[config.mk]
export PLATFORM = sky130hd
export DESIGN_NAME = bresenham_line_points
export DESIGN_NICKNAME = d
export VERILOG_FILES = /design/src/design/blp_pkg.sv /design/src/design/blp_dp.sv /design/src/design/blp_ctrl.sv /design/src/design/bresenham_line_points.sv
export SDC_FILE = /design/constraint.sdc
export NUM_CORES = 1
export LEC_CHECK = 0
export BUFFER_PORTS_ARGS = -buffer_cell sky130_fd_sc_hd__buf_2
export CAP_MARGIN = 20
export CORE_MARGIN = 4
export CORE_UTILIZATION = 55
export CTS_CLUSTER_SIZE = 8
export DETAILED_ROUTE_END_ITERATION = 8
export HOLD_SLACK_MARGIN = 0.1
export PLACE_DENSITY = 0.87
export SETUP_SLACK_MARGIN = 0.3
export SYNTH_ARGS = -nofsm -noshare
export SYNTH_HDL_FRONTEND = slang
export SYNTH_SLANG_ARGS = --single-unit
[constraint.sdc]
create_clock -name clk -period 6.9 [get_ports clk]
set_input_delay 1.38 -clock clk [delete_from_list [all_inputs] [get_ports clk]]
set_output_delay 1.38 -clock clk [all_outputs]
set_load 0.01 [all_outputs]
[src/design/blp_pkg.sv]
// Shared constants and controller/datapath interface types for the line point generator.
package blp_pkg;

  // Default coordinate width: a 64 by 64 grid.
  localparam int COORD_BITS_DEF = 6;

  // Commands from the controller to the datapath.
  typedef struct packed {
    logic load;  // capture a new pair of endpoints and set up the walk
    logic step;  // advance to the next point of the current line
  } blp_cmd_t;

  // Status from the datapath to the controller.
  typedef struct packed {
    logic last;  // the point now held is the end point
  } blp_sts_t;

endpackage

[src/design/blp_dp.sv]
// Datapath: endpoint set-up, point registers and the error-term update.
module blp_dp #(
  parameter int COORD_BITS = blp_pkg::COORD_BITS_DEF
) (
  input  logic                  clk,
  input  logic                  rst_n,
  input  blp_pkg::blp_cmd_t     cmd,
  output blp_pkg::blp_sts_t     sts,
  input  logic [COORD_BITS-1:0] start_x,
  input  logic [COORD_BITS-1:0] start_y,
  input  logic [COORD_BITS-1:0] end_x,
  input  logic [COORD_BITS-1:0] end_y,
  output logic [COORD_BITS-1:0] point_x,
  output logic [COORD_BITS-1:0] point_y
);

  // The error term stays within (-2*dmaj, 2*dmin], so two guard bits and a sign suffice.
  localparam int E_BITS = COORD_BITS + 3;

  logic [COORD_BITS:0]   dx_w, dy_w;
  logic [COORD_BITS:0]   adx_w, ady_w;
  logic [COORD_BITS-1:0] adx, ady;
  logic                  x_major;
  logic [COORD_BITS-1:0] dmaj, dmin;
  logic signed [E_BITS-1:0] err0;

  logic [COORD_BITS-1:0] maj_r, maj_nxt;
  logic [COORD_BITS-1:0] mnr_r, mnr_nxt;
  logic [COORD_BITS-1:0] maj_end_r, maj_end_nxt;
  logic [COORD_BITS-1:0] dmaj_r, dmaj_nxt;
  logic [COORD_BITS-1:0] dmin_r, dmin_nxt;
  logic                  maj_dec_r, maj_dec_nxt;
  logic                  mnr_dec_r, mnr_dec_nxt;
  logic                  x_major_r, x_major_nxt;
  logic signed [E_BITS-1:0] err_r, err_nxt;

  logic                  err_pos;
  logic signed [E_BITS-1:0] dmin2, diff2;

  // Differences and magnitudes of the new endpoints.
  always_comb begin
    dx_w  = {1'b0, end_x} - {1'b0, start_x};
    dy_w  = {1'b0, end_y} - {1'b0, start_y};
    adx_w = dx_w[COORD_BITS] ? (~dx_w + 1'b1) : dx_w;
    ady_w = dy_w[COORD_BITS] ? (~dy_w + 1'b1) : dy_w;
    adx   = adx_w[COORD_BITS-1:0];
    ady   = ady_w[COORD_BITS-1:0];
    // Ties go to y.
    x_major = ady < adx;
    dmaj    = x_major ? adx : ady;
    dmin    = x_major ? ady : adx;
    err0    = $signed({2'b00, dmin, 1'b0}) - $signed({3'b000, dmaj});
  end

  // Increments of the error term for the two cases of a step.
  always_comb begin
    dmin2   = $signed({2'b00, dmin_r, 1'b0});
    diff2   = $signed({2'b00, dmin_r, 1'b0}) - $signed({2'b00, dmaj_r, 1'b0});
    err_pos = !err_r[E_BITS-1] && (err_r != '0);
  end

  always_comb begin
    maj_nxt     = maj_r;
    mnr_nxt     = mnr_r;
    maj_end_nxt = maj_end_r;
    dmaj_nxt    = dmaj_r;
    dmin_nxt    = dmin_r;
    maj_dec_nxt = maj_dec_r;
    mnr_dec_nxt = mnr_dec_r;
    x_major_nxt = x_major_r;
    err_nxt     = err_r;
    if (cmd.load) begin
      x_major_nxt = x_major;
      maj_nxt     = x_major ? start_x : start_y;
      mnr_nxt     = x_major ? start_y : start_x;
      maj_end_nxt = x_major ? end_x : end_y;
      dmaj_nxt    = dmaj;
      dmin_nxt    = dmin;
      maj_dec_nxt = x_major ? dx_w[COORD_BITS] : dy_w[COORD_BITS];
      mnr_dec_nxt = x_major ? dy_w[COORD_BITS] : dx_w[COORD_BITS];
      err_nxt     = err0;
    end else if (cmd.step) begin
      maj_nxt = maj_dec_r ? (maj_r - 1'b1) : (maj_r + 1'b1);
      if (err_pos) begin
        mnr_nxt = mnr_dec_r ? (mnr_r - 1'b1) : (mnr_r + 1'b1);
        err_nxt = err_r + diff2;
      end else begin
        err_nxt = err_r + dmin2;
      end
    end
  end

  // Cleared at reset so that the point and status outputs are defined before the first line.
  always_ff @(posedge clk) begin
    if (!rst_n) begin
      maj_r     <= '0;
      mnr_r     <= '0;
      maj_end_r <= '0;
      dmaj_r    <= '0;
      dmin_r    <= '0;
      maj_dec_r <= 1'b0;
      mnr_dec_r <= 1'b0;
      x_major_r <= 1'b0;
      err_r     <= '0;
    end else begin
      maj_r     <= maj_nxt;
      mnr_r     <= mnr_nxt;
      maj_end_r <= maj_end_nxt;
      dmaj_r    <= dmaj_nxt;
      dmin_r    <= dmin_nxt;
      maj_dec_r <= maj_dec_nxt;
      mnr_dec_r <= mnr_dec_nxt;
      x_major_r <= x_major_nxt;
      err_r     <= err_nxt;
    end
  end

  assign sts.last = (maj_r == maj_end_r);
  assign point_x  = x_major_r ? maj_r : mnr_r;
  assign point_y  = x_major_r ? mnr_r : maj_r;

  // A step is never asked for once the end point is reached.
  a_no_step_past_end: assert property (@(posedge clk) disable iff (!rst_n)
    (cmd.step && !cmd.load) |-> !sts.last)
    else $error("step requested at the end point");

  // Every step moves the major coordinate by exactly one.
  a_major_moves_one: assert property (@(posedge clk) disable iff (!rst_n)
    (cmd.step && !cmd.load) |=>
      ((maj_r == $past(maj_r) + 1'b1) || (maj_r == $past(maj_r) - 1'b1)))
    else $error("major coordinate did not move by one");

  // The point registers and the error term never move without a command.
  a_hold_when_idle: assert property (@(posedge clk) disable iff (!rst_n)
    (!cmd.step && !cmd.load) |=> ($stable(maj_r) && $stable(mnr_r) && $stable(err_r)))
    else $error("point registers changed without a command");

endmodule

[src/design/blp_ctrl.sv]
// Controller: handshake sequencing and datapath commands for one line at a time.
module blp_ctrl (
  input  logic                  clk,
  input  logic                  rst_n,
  input  logic                  in_tvalid,
  output logic                  in_tready,
  output logic                  out_tvalid,
  input  logic                  out_tready,
  input  blp_pkg::blp_sts_t     sts,
  output blp_pkg::blp_cmd_t     cmd
);

  typedef enum logic {
    ST_IDLE,
    ST_RUN
  } state_t;

  state_t state_r, state_nxt;
  logic   final_taken;

  // The end point leaving frees the block for the next line in the same cycle.
  assign final_taken = (state_r == ST_RUN) && out_tready && sts.last;
  assign in_tready   = (state_r == ST_IDLE) || final_taken;
  assign out_tvalid  = (state_r == ST_RUN);

  always_comb begin
    cmd.load = in_tvalid && in_tready;
    cmd.step = (state_r == ST_RUN) && out_tready && !sts.last;
  end

  always_comb begin
    state_nxt = state_r;
    unique case (state_r)
      ST_IDLE: begin
        if (cmd.load) state_nxt = ST_RUN;
      end
      ST_RUN: begin
        if (cmd.load)         state_nxt = ST_RUN;
        else if (final_taken) state_nxt = ST_IDLE;
      end
      default: state_nxt = ST_IDLE;
    endcase
  end

  always_ff @(posedge clk) begin
    if (!rst_n) begin
      state_r <= ST_IDLE;
    end else begin
      state_r <= state_nxt;
    end
  end

  // A new line is only taken when nothing of the previous one is left to send.
  a_load_only_when_free: assert property (@(posedge clk) disable iff (!rst_n)
    cmd.load |-> ((state_r == ST_IDLE) || final_taken))
    else $error("new line loaded while points remain");

  // Load and step are never issued together.
  a_cmd_exclusive: assert property (@(posedge clk) disable iff (!rst_n)
    !(cmd.load && cmd.step))
    else $error("load and step issued together");

  // After a load a point is on offer in the next cycle.
  a_load_gives_point: assert property (@(posedge clk) disable iff (!rst_n)
    cmd.load |=> out_tvalid)
    else $error("no point offered after a load");

endmodule

[src/design/bresenham_line_points.sv]
// Top level of the Bresenham line point generator.
//
//  channel  | direction | tdata (low bit first)                    | tuser | tlast
//  ---------+-----------+------------------------------------------+-------+------------
//  in_      | sink      | start_x, start_y, end_x, end_y, zero pad | none  | none
//  out_     | source    | point_x, point_y, zero pad               | none  | last_point
//
// A line from start to end yields |dmajor| + 1 words, one per clock while the sink
// is ready, so from 1 up to 2^COORD_BITS words (64 on the default grid); the walk
// is set by the datapath stepping the major coordinate by one per accepted word.
// The first point is offered the cycle after the endpoints are accepted. A new pair
// of endpoints is accepted in the same cycle as the end point of the previous line is
// taken, so lines follow one another without a gap. A stalled sink simply holds the
// current point; reset (synchronous, active low) returns the controller to idle.
module bresenham_line_points #(
  parameter int COORD_BITS = blp_pkg::COORD_BITS_DEF,
  localparam int IN_W  = ((4 * COORD_BITS + 7) / 8) * 8,
  localparam int OUT_W = ((2 * COORD_BITS + 7) / 8) * 8
) (
  input  logic             clk,
  input  logic             rst_n,
  // Endpoints word.
  input  logic             in_tvalid,
  output logic             in_tready,
  input  logic [IN_W-1:0]  in_tdata,   // start_x, start_y, end_x, end_y, from bit 0 up
  // Line point word.
  output logic             out_tvalid,
  input  logic             out_tready,
  output logic [OUT_W-1:0] out_tdata,  // point_x, point_y, from bit 0 up
  output logic             out_tlast   // last_point: set on the end point of the line
);

  blp_pkg::blp_cmd_t cmd;
  blp_pkg::blp_sts_t sts;

  logic [COORD_BITS-1:0] start_x, start_y, end_x, end_y;
  logic [COORD_BITS-1:0] point_x, point_y;

  // Unpack the endpoints word; padding bits above the fields are ignored.
  assign start_x = in_tdata[0*COORD_BITS +: COORD_BITS];
  assign start_y = in_tdata[1*COORD_BITS +: COORD_BITS];
  assign end_x   = in_tdata[2*COORD_BITS +: COORD_BITS];
  assign end_y   = in_tdata[3*COORD_BITS +: COORD_BITS];

  blp_ctrl u_ctrl (
    .clk        (clk),
    .rst_n      (rst_n),
    .in_tvalid  (in_tvalid),
    .in_tready  (in_tready),
    .out_tvalid (out_tvalid),
    .out_tready (out_tready),
    .sts        (sts),
    .cmd        (cmd)
  );

  blp_dp #(
    .COORD_BITS (COORD_BITS)
  ) u_dp (
    .clk     (clk),
    .rst_n   (rst_n),
    .cmd     (cmd),
    .sts     (sts),
    .start_x (start_x),
    .start_y (start_y),
    .end_x   (end_x),
    .end_y   (end_y),
    .point_x (point_x),
    .point_y (point_y)
  );

  // Pack the point word with zeros above the two coordinates.
  always_comb begin
    out_tdata                              = '0;
    out_tdata[0*COORD_BITS +: COORD_BITS]  = point_x;
    out_tdata[1*COORD_BITS +: COORD_BITS]  = point_y;
  end

  assign out_tlast = sts.last;

endmodule

==> reports/results.md <==
* **Fillers** 609
* **Worst Setup Path Type** primary input to flip-flop
* **initial drt markers** 398
* **Clock Tree Root** sky130_fd_sc_hd__clkbuf_8
* **CP arrival** 6730 ps
* **reg2reg end** u_dp.err_r[8]
* **number of H-tree branching levels** 2
* **post-route ant nets** 0
* **worst endpoint required time** 7130 ps
* **clock transition time at the flip-flop clock pins of the worst setup and hold paths** 80 ps
* **fraction of layout instances using a drive strength above 1** 18.5%
* **Vias per Instance** 6.07
* **maximum fanout encountered on the critical timing path** 6
* **clk_lat worst skew** 300 ps
* **Mean Syn Cell Area** 7.97 µm²
* **total global routing overflow** 0
* **hold depth** 2
* **number of global-route vias before repair** 4087
* **unique cell type count in the Yosys netlist** 57
* **core footprint** 0.00781 mm²
* **number of synthesized flops with an enable pin** 0
* **proportion of register bits with asynchronous set or reset after synthesis** 0%
* **Total Nets Final** 684
* **FF+latch count, synth** 43
* **first-pass GRT wire length** 18.9 mm
* **minimum clock period** 6500 ps
* **ranking of synthesized cells by area** sky130_fd_sc_hd__dfxtp_1 (19%), sky130_fd_sc_hd__ha_1 (12%), sky130_fd_sc_hd__nand2_1 (6.9%), sky130_fd_sc_hd__mux2i_1 (6.5%), sky130_fd_sc_hd__xnor2_1 (5.5%)
* **worst hold path startpoint** u_dp.dmaj_r[3]
* **cell accounting for the most synthesized area** sky130_fd_sc_hd__dfxtp_1
* **CP delay by family, top** compound AO/OA/AOI/OAI gates
* **total clock buffers created by CTS** 5
* **total global-route track usage** 23.5%
* **layout overhead on the synthesized area** 13.5%
* **std cell rows** 32
* **count of endpoints failing hold in the final timing report** 0
* **worst relative slew slack** 32.1%
* **Netlist Area Pre-Place** 0.00446 mm²
* **total die area** 0.00962 mm²
* **result of the run** finished clean
* **RSZ-0062 raised after global routing** false
* **final setup skew** 10.6 ps
* **Syn Inst Count** 560
* **DP Wirelength** 8.81 mm
* **number of antenna violations at the first check in global routing** 0
* **CTS tree** built
* **post-route fraction of the period consumed by the critical path** 94.2%
* **depth of the most critical reg-to-reg path** 13
* **hold-fix buffers at CTS** 0
* **kind of path behind the tightest hold check** flip-flop to flip-flop
* **measured slew at the worst slew-check pin** 1020 ps
* **total number of vias** 4303
* **count of boundary I/O pins** 47
* **Clock Sink Count** 43
* **die span in y** 98.1 µm
* **largest voltage drop on the vdd net** 0.000199 V
* **number of antenna cells inserted** 0
* **average wire per cell in the routed design** 17.0 µm
* **source of the worst register-to-register timing path** u_dp.err_r[2]
* **routability cong.** 0.898
* **count of port buffers added during placement** 42
* **top flip-flop cell by instance count after synthesis** sky130_fd_sc_hd__dfxtp_1
* **Startpoint Class** primary input
* **Final setup violation count** 0
* **number of optimization iterations in the first detailed-route pass** 5
* **portion of synthesized cell area occupied by the leading cell type** 19.3%
* **Min-Delay Endpoint** u_dp.dmaj_r[3]
* **Worst Path Buf+Inv** 4
* **DRT Wirelength** 12.1 mm
* **highest clock frequency the design can meet** 154 MHz
* **stage delay of the slowest cell on the critical path** 370 ps
* **maximum number of buffers from clock root to sink** 2
* **largest net degree at the start of global routing** 49
* **worst-case register-to-register setup slack** 3410 ps
* **DRC** 0
* **count of warnings emitted by yosys** 0
* **sort of element at the end of the critical path** flip-flop
* **Worst Hold Margin** 475 ps
* **slowest cell on the critical path** sky130_fd_sc_hd__fa_2
* **x dimension of the die** 98.1 µm
* **sequential share of the synthesized area** 19.3%
* **leakage power figure** 2.50 nW
* **total power divided by cell area** 390 mW/mm²
* **effective utilization at floorplan** 57.2%
* **Max Slew Vio Count** 0
* **reported max-cap violation count** 0
* **final core utilization** 64.9%
through the flow:
| step | cells | worst slack (ps) | total power, mW | cell area [µm²] | setup TNS [ps] |
|---|---|---|---|---|---|
| 3_3_place_gp | 692 | 195 | 1.58 | 4770 | 0 |
| 6_report | 709 | 399 | 1.97 | 5070 | 0 |
| 2_1_floorplan | 563 | 323 | 1.37 | 4480 | 0 |
| 5_1_grt | 709 | 176 | 2.13 | 5070 | 0 |
| 3_5_place_dp | 692 | -106 | 1.65 | 4770 | -330 |
| 4_1_cts | 700 | 340 | 1.86 | 4890 | 0 |
state kept, by name, summed over array words and instances, names as in the netlist:
name / flops
u_dp.mnr_r: 6
u_dp.dmaj_r: 6
u_dp.err_r: 9
u_ctrl.out_tvalid: 1
u_dp.maj_r: 6
u_dp.maj_end_r: 6
u_dp.x_major_r: 1
u_dp.dmin_r: 6
u_dp.maj_dec_r: 1
u_dp.mnr_dec_r: 1
power breakdown:
part	internal [mW]	switching, mW
clock network	0.108	0.0945
registers	0.302	0.0600
logic	0.633	0.777
total	1.04	0.931
cell usage after synthesis, types with 2 or more instances:
| cell | n |
|---|---|
| sky130_fd_sc_hd__o31ai_1 | 2 |
| sky130_fd_sc_hd__ha_1 | 43 |
| sky130_fd_sc_hd__o311a_1 | 2 |
| sky130_fd_sc_hd__clkbuf_1 | 15 |
| sky130_fd_sc_hd__o211a_1 | 12 |
| sky130_fd_sc_hd__maj3_1 | 4 |
| sky130_fd_sc_hd__nor2_1 | 26 |
| sky130_fd_sc_hd__nor4_1 | 3 |
| sky130_fd_sc_hd__xnor2_1 | 28 |
| sky130_fd_sc_hd__and2_1 | 7 |
| sky130_fd_sc_hd__a21boi_0 | 9 |
| sky130_fd_sc_hd__fa_1 | 7 |
| sky130_fd_sc_hd__o21bai_1 | 8 |
| sky130_fd_sc_hd__nor3b_1 | 2 |
| sky130_fd_sc_hd__or3_1 | 3 |
| sky130_fd_sc_hd__inv_1 | 50 |
| sky130_fd_sc_hd__a21o_1 | 13 |
| sky130_fd_sc_hd__and3_1 | 13 |
| sky130_fd_sc_hd__buf_1 | 3 |
| sky130_fd_sc_hd__xor2_1 | 14 |
| sky130_fd_sc_hd__a211oi_1 | 6 |
| sky130_fd_sc_hd__nand2b_1 | 2 |
| sky130_fd_sc_hd__a2111oi_0 | 2 |
| sky130_fd_sc_hd__nor2b_1 | 5 |
| sky130_fd_sc_hd__o21ai_0 | 26 |
| sky130_fd_sc_hd__nand3_1 | 5 |
| sky130_fd_sc_hd__a311o_1 | 2 |
| sky130_fd_sc_hd__o21a_1 | 2 |
| sky130_fd_sc_hd__a211o_1 | 2 |
| sky130_fd_sc_hd__a221oi_1 | 2 |
| sky130_fd_sc_hd__mux2_2 | 15 |
| sky130_fd_sc_hd__and3b_1 | 2 |
| sky130_fd_sc_hd__o22ai_1 | 3 |
| sky130_fd_sc_hd__o2111a_1 | 2 |
| sky130_fd_sc_hd__o211ai_1 | 8 |
| sky130_fd_sc_hd__or2_2 | 4 |
| sky130_fd_sc_hd__nand2_1 | 82 |
| sky130_fd_sc_hd__dfxtp_1 | 43 |
| sky130_fd_sc_hd__buf_4 | 7 |
| sky130_fd_sc_hd__mux2i_1 | 29 |
| sky130_fd_sc_hd__a21oi_1 | 31 |
cells in the final DEF (no fill, tap or decap), drive strengths merged, types with 3 or more instances in the layout:
cell type	n
nand3	5
mux2i	29
a21oi	33
o21ai	27
or2	5
o21bai	8
o211a	12
nor4	3
o31ai	3
nor2	26
nor2b	5
a21o	13
nand2	82
and3	13
a211oi	6
conb	4
or3	3
a2111oi	3
and2	7
xor2	14
o211ai	8
fa	7
ha	43
xnor2	28
buf	62
dfxtp	43
inv	50
mux2	15
o22ai	3
clkbuf	5
a21boi	9
maj3	4
worst max-delay path by stage:
stage            startpoint       endpoint  slack, ps  cells after the start
2_1_floorplan  in_tdata[18]  u_dp.err_r[5]        320                     27
5_1_grt        in_tdata[18]  u_dp.err_r[8]        180                     27
3_5_place_dp    in_tdata[6]  u_dp.err_r[8]       -110                     26
3_3_place_gp   in_tdata[18]  u_dp.err_r[5]        190                     27
4_1_cts         in_tdata[6]  u_dp.err_r[8]        340                     26
6_report        in_tdata[6]  u_dp.err_r[8]        400                     26
logic make-up after synthesis:
logic type / share of synthesized area [%]
compound gates: 23.1
xor+xnor: 8.24
fa+ha+maj: 16.1
mux: 10.3
simple gates: 15.9
other cells: 0.0840
buf+inv: 7.01
flops: 19.3
layout make-up:
| cell class | count | area, µm² | area share [%] |
|---|---|---|---|
| clock buffer | 5 | 68.8 | 1.36 |
| clock inverter | 3 | 43.8 | 0.864 |
| inverter | 50 | 188 | 3.70 |
| multi-input combinational | 444 | 3420 | 67.4 |
| sequential | 43 | 861 | 17.0 |
| tap | 102 | 128 | 2.52 |
| timing repair buffer | 62 | 360 | 7.11 |
worst min-delay path, stage by stage (launching register included):
cell,delay (ps)
sky130_fd_sc_hd__dfxtp_1,320
sky130_fd_sc_hd__nand2_1,50
sky130_fd_sc_hd__a21boi_0,60
layer usage:
metal	GRT usage (%)	up-vias	wire length [µm]
met3	3.07	48	896
met4	9.37	0	410
li1	-	2038	-
met1	30.8	2010	4940
met5	0	-	0
met2	39.0	207	5810
repair_timing:
item | CTS | global route
setup buffers | 0 | 9
pin swaps | 0 | 9
endpoints found under the setup margin | 4 | 5
gates resized for setup | 3 | 23
No activity file was read; power rests on OpenSTA's default activity.
